## config.mk

```make
export PLATFORM = sky130hd
export DESIGN_NAME = gpa_front
export DESIGN_NICKNAME = d
export VERILOG_FILES = /design/src/rtl/group_product_aggregator_core_defines.svh /design/src/rtl/gpa_pkg.sv /design/src/rtl/gpa_front.sv
export SDC_FILE = /design/constraint.sdc
export NUM_CORES = 1
export LEC_CHECK = 0
export BUFFER_PORTS_ARGS = -buffer_cell sky130_fd_sc_hd__buf_2
export CORE_UTILIZATION = 53
export DETAILED_ROUTE_END_ITERATION = 10
export HOLD_SLACK_MARGIN = 0.02
export PLACE_DENSITY = 0.87
export SETUP_SLACK_MARGIN = 0.1
export SLEW_MARGIN = 5
export SYNTH_ARGS = -nofsm -noshare
export SYNTH_HDL_FRONTEND = slang
export SYNTH_SLANG_ARGS = --single-unit
```

## constraint.sdc

```tcl
create_clock -name clock -period 6.3 [get_ports clock]
set_input_delay 0.945 -clock clock [delete_from_list [all_inputs] [get_ports clock]]
set_output_delay 0.945 -clock clock [all_outputs]
set_load 0.005 [all_outputs]
```

## src/rtl/group_product_aggregator_core_defines.svh

```systemverilog
// ----------------------------------------------------------------------------
// Group product aggregator assertion macros
// Shared concurrent assertion shorthands, clocked on clock, off in reset.
// ----------------------------------------------------------------------------
`ifndef GROUP_PRODUCT_AGGREGATOR_CORE_DEFINES_SVH
`define GROUP_PRODUCT_AGGREGATOR_CORE_DEFINES_SVH

// same-cycle implication
`define GPA_ASSERT_NOW(lbl, ante, cons, msg) \
   lbl: assert property (@(posedge clock) disable iff (reset) (ante) |-> (cons)) \
      else $error(msg);

// next-cycle implication
`define GPA_ASSERT_NEXT(lbl, ante, cons, msg) \
   lbl: assert property (@(posedge clock) disable iff (reset) (ante) |=> (cons)) \
      else $error(msg);

`endif

```

## src/rtl/gpa_pkg.sv

```systemverilog
// ----------------------------------------------------------------------------
// Group product aggregator package
// Sizes, codes, queue entry and state types shared by the core modules.
// ----------------------------------------------------------------------------
package gpa_pkg;

   localparam int MaxGroups  = 256;
   localparam int MaxColumns = 16;
   localparam int GroupBits  = $clog2(MaxGroups);
   localparam int ColBits    = $clog2(MaxColumns);
   localparam int ProdDepth  = MaxGroups * MaxColumns;
   localparam int AddrBits   = $clog2(ProdDepth);

   localparam logic [8:0] GroupsReset  = 9'd256;
   localparam logic [4:0] ColumnsReset = 5'd16;

   localparam logic [63:0] OneBits  = 64'h3FF0_0000_0000_0000;
   localparam logic [63:0] QnanBits = 64'h7FF8_0000_0000_0000;

   localparam logic [1:0] ST_OK      = 2'd0;
   localparam logic [1:0] ST_MISSING = 2'd1;
   localparam logic [1:0] ST_HALT    = 2'd2;

   localparam logic CSR_GROUPS  = 1'b0;
   localparam logic CSR_COLUMNS = 1'b1;

   typedef enum logic [1:0] {
      KIND_REPLY,
      KIND_ACC,
      KIND_READ
   } kind_type;

   typedef struct packed {
      kind_type               kind;
      logic [1:0]             status;
      logic [GroupBits-1:0]   grp;
      logic [ColBits-1:0]     col;
      logic                   col_ok;
      logic                   mul_en;
      logic                   start;
      logic [63:0]            sample;
   } entry_type;

   typedef struct packed {
      logic clearing;
      logic pop;
   } back_ctl_type;

   typedef enum logic [2:0] {
      BK_CLEAR,
      BK_IDLE,
      BK_LOOK,
      BK_MUL,
      BK_RESP
   } bk_state_type;

   typedef enum logic [2:0] {
      FM_IDLE,
      FM_MUL,
      FM_NORM,
      FM_DENORM,
      FM_ROUND,
      FM_DONE
   } fm_state_type;

   function automatic logic is_nan(input logic [63:0] b);
      return (b[62:52] == 11'h7FF) && (b[51:0] != 52'd0);
   endfunction

endpackage

```

## src/rtl/gpa_front.sv

```systemverilog
// ----------------------------------------------------------------------------
// Group product aggregator front end
// Holds configuration and halt flag, classifies requests, queues them.
// ----------------------------------------------------------------------------
module gpa_front import gpa_pkg::*; (
   input  logic                clock,
   input  logic                reset,
   input  logic                req_valid,
   output logic                req_stall,
   input  logic                req_action,
   input  logic signed [8:0]   req_group_label,
   input  logic [3:0]          req_column_index,
   input  logic [63:0]         req_sample_value,
   input  logic                req_row_start,
   input  logic                csr_write_enable,
   input  logic                csr_index,
   input  logic [8:0]          csr_write_data,
   input  back_ctl_type        ctl,
   output logic                q_valid,
   output entry_type           q_entry
);

   logic [8:0]          groups_ff, groups_in;
   logic [4:0]          columns_ff, columns_in;
   logic                halted_ff, halted_in;
   entry_type           fifo_ff [2];
   logic                wptr_ff, rptr_ff;
   logic [1:0]          count_ff;
   logic                push;
   entry_type           item;
   logic [GroupBits-1:0] grp;
   logic                neg, out_range, col_ok;
   int                  glim, clim;

   assign req_stall = (count_ff == 2'd2) || ctl.clearing;
   assign push      = req_valid && !req_stall;
   assign q_valid   = (count_ff != 2'd0);
   assign q_entry   = fifo_ff[rptr_ff];

   always_comb begin
      groups_in  = groups_ff;
      columns_in = columns_ff;
      if (csr_write_enable) begin
         case (csr_index)
            CSR_GROUPS:  groups_in  = csr_write_data;
            CSR_COLUMNS: columns_in = csr_write_data[4:0];
            default: ;
         endcase
      end
   end

   always_comb begin
      grp       = req_group_label[GroupBits-1:0];
      neg       = req_group_label[8];
      glim      = (int'(groups_ff) < MaxGroups) ? int'(groups_ff) : MaxGroups;
      clim      = (int'(columns_ff) < MaxColumns) ? int'(columns_ff) : MaxColumns;
      out_range = int'(grp) >= glim;
      col_ok    = int'(req_column_index) < clim;
      halted_in = halted_ff;
      item.kind   = KIND_REPLY;
      item.status = ST_OK;
      item.grp    = grp;
      item.col    = req_column_index;
      item.col_ok = col_ok;
      item.mul_en = col_ok && !is_nan(req_sample_value);
      item.start  = req_row_start;
      item.sample = req_sample_value;
      if (!req_action) begin
         if (halted_ff) begin
            item.status = ST_HALT;
         end else if (neg) begin
            item.status = ST_MISSING;
         end else if (out_range) begin
            item.status = ST_HALT;
            halted_in   = push;
         end else begin
            item.kind = KIND_ACC;
         end
      end else begin
         if (neg) begin
            item.status = ST_MISSING;
         end else if (out_range) begin
            item.status = ST_HALT;
         end else begin
            item.kind = KIND_READ;
         end
      end
      if (halted_ff) begin
         halted_in = 1'b1;
      end
   end

   always_ff @(posedge clock) begin
      if (reset) begin
         groups_ff  <= GroupsReset;
         columns_ff <= ColumnsReset;
         halted_ff  <= 1'b0;
         wptr_ff    <= 1'b0;
         rptr_ff    <= 1'b0;
         count_ff   <= 2'd0;
      end else begin
         groups_ff  <= groups_in;
         columns_ff <= columns_in;
         halted_ff  <= halted_in;
         if (push) begin
            wptr_ff <= !wptr_ff;
         end
         if (ctl.pop) begin
            rptr_ff <= !rptr_ff;
         end
         case ({push, ctl.pop})
            2'b10:   count_ff <= count_ff + 2'd1;
            2'b01:   count_ff <= count_ff - 2'd1;
            default: count_ff <= count_ff;
         endcase
      end
   end

   always_ff @(posedge clock) begin
      if (push) begin
         fifo_ff[wptr_ff] <= item;
      end
   end

endmodule

```

==> reports/qor.csv <==
metric;value;unit
synthMuxAreaShare;12.99;%
holdCritPathClass;flip-flop to flip-flop;
tns;0;ns
async_flop_share;0;%
wl;13380;µm
worst_slew_pin_slew;1.129;ns
root_buffer;clkbuf_16;
drive_gt1_share;42.51;%
fin_crit;3.084;ns
worstPathMaxFanout;83;
grt_pass1_vias;4201;
fmax;324.2;MHz
synth.top_cell.area_share;69.27;%
multiInputGateArea;0.001744;mm²
hold_ws;0.4558;ns
outcome;completed;
yosysTopAreaCell;edfxtp_1;
cts-buffers-inserted;17;
post-dp-hpwl;9365;µm
clock_skew;0.007886;ns
synth_compound_area_share;2.295;%
fin_nets;708;
track_usage;19.82;%
yosys.area_share.xor_xnor;0.4869;%
antenna_left;0;
fp-row-count;42;
io_pins;180;
synth-edff-count;166;
cts_buffer_depth;2;
die_y;118.5;µm
hold_path_depth;2;
first_pass_iters;4;
yosys-top-cells-area;edfxtp_1 69%, mux2_2 7.4%, mux2_1 5.6%;
ff2ff_path_depth;5;
clk-insertion-delay-late;0.42;ns
period_share;48.96;%
setup_viol;0;
power.leakage;3.273;nW
synth-main-ff-cell;edfxtp_1;
use_met1;23.95;%
synth_fp_nets;522;
cp.required;5.35;ns
hold_violations;0;
cts_hold_buf;0;
synth_top_family_by_area;multiplexers;
antenna_cells;0;
grt_overflow_total;0;
initial_core_util;54.34;%
cp-start-kind;flip-flop;
ys_seq_area_share;74.84;%
gp_congestion;0.7779;
cts_sinks;186;
reg2reg_slack;3.51;ns
yosys.area_share.simple;6.173;%
antenna_found_initial;0;
yosys_warnings;0;
dieArea;0.01405;mm²
met3_usage;6.853;%
port_buffers;179;
syn_area_per_cell;17.34;µm²
grt.busiest_layer;met2;
maxSlewViolCount;0;
regArea;0.005389;mm²
netlist_area;0.007196;mm²
fill_cells;944;
use_met2;32.79;%
power.density;305.7;mW/mm²
clkTransAtPathRegs;0.06;ns
ys_seq_elements;186;
dr_total_vias;4165;
cap_violations;0;
synth_cell_types;38;
htree_levels;4;
worstPathArrival;2.14;ns
vias_per_cell;5.272;
relSlewSlack;24.70;%
postCtsSetupBuffers;0;
syn2layout_area_growth;23.18;%
rsz0062_at_grt;no;
grt_first_pass_wirelength;20840;µm
synthAdderAreaFrac;2.087;%
netlist_instances;415;
drcViolationCount;0;
cp-end-kind;primary output;
cts_tree;built;
drt_iter0_markers;320;
cts_resized;0;
core;0.01324;mm²
avgRoutedWirePerCell;16.94;µm
finalCoreUtilization;66.93;%
die_w;118.5;µm
vdd_drop_max;190.4;µV
worstSetupPathType;flip-flop to primary output;
grt_max_degree;84;
-- routing by layer --
| layer | share of wire, % | vias to the layer above |
|---|---|---|
| met5 | 0 | - |
| met4 | 1.6 | 0 |
| met3 | 8.4 | 23 |
| met2 | 50 | 145 |
| met1 | 40 | 2018 |
| li1 | - | 1979 |
-- worst max-delay path, cell delays in order (launching register included) --
cell and delay, ns:
dfxtp_4 1.04, mux2_2 0.42, buf_2 0.14
-- flip-flops by register name (all words and copies together), names as in the netlist, named ones only --
name	flops
fifo_ff	166
count_ff	2
wptr_ff	1
rptr_ff	1
columns_ff	5
halted_ff	1
groups_ff	9
-- through the flow --
stage	instance area (µm²)	power [W]	std cells	setup WS, ns
2_1_floorplan	7196	0.001595	415	1.073
3_3_place_gp	8283	0.001709	758	3.015
3_5_place_dp	8283	0.001722	758	2.883
4_1_cts	8864	0.002729	790	3.199
5_1_grt	8864	0.002805	790	3.136
6_report	8864	0.002709	790	3.216
-- cells in the mapped netlist (3+ instances only) --
| master | instances |
|---|---|
| nand2_1 | 26 |
| dfxtp_1 | 20 |
| nor4_1 | 14 |
| inv_1 | 4 |
| mux2_1 | 36 |
| mux2_2 | 47 |
| nor2_1 | 8 |
| clkbuf_1 | 11 |
| ha_1 | 12 |
| nand4_1 | 4 |
| a21oi_1 | 16 |
| nand3_1 | 6 |
| nand2b_1 | 14 |
| edfxtp_1 | 166 |
| xnor2_1 | 3 |
-- where the power goes --
part | total, W | leakage [nW] | switching [W] | internal, W
clock network | 0.00102 | 0.290 | 0.000407 | 0.000609
logic | 0.000245 | 1.30 | 0.000119 | 0.000125
registers | 0.00145 | 1.68 | 0.0000370 | 0.00141
total | 0.00271 | 3.27 | 0.000564 | 0.00215
-- layout make-up --
cell class | instances | area share, %
tap | 176 | 2.484
multi-input combinational | 210 | 19.68
inverter | 5 | 0.2117
sequential | 186 | 60.80
clock inverter | 6 | 0.6776
timing repair buffer | 181 | 10.28
clock buffer | 26 | 5.872
-- logic make-up after synthesis --
group,count (synthesis)
flip-flops,186
AND/OR/NAND/NOR,84
multiplexers,83
AO/OA/AOI/OAI,27
buffers and inverters,19
adder cells (fa/ha/maj),12
XOR/XNOR,4
-- cells in the final DEF, fill, tap and decap left out, drive strengths merged, types with 2 or more instances in the layout --
| master | count |
|---|---|
| ha | 12 |
| buf | 181 |
| nor2 | 8 |
| inv | 6 |
| nor4 | 14 |
| nand4 | 4 |
| nand2 | 26 |
| nand2b | 14 |
| a211oi | 2 |
| clkinv | 4 |
| xnor2 | 3 |
| mux2 | 83 |
| a21o | 2 |
| edfxtp | 166 |
| clkbuf | 26 |
| dfxtp | 20 |
| nand3 | 6 |
| o21ai | 2 |
| or3 | 2 |
| a21oi | 16 |
-- final timing paths --
| kind | to | from |
|---|---|---|
| worst max register to register | fifo_ff[1][13] | count_ff[0] |
| worst max-delay path | q_entry[2] | flip-flop |
| worst min register to register | groups_ff[0] | groups_ff[0] |
| worst min-delay path | groups_ff[0] | groups_ff[0] |
Power figures use the tool's default switching activity.
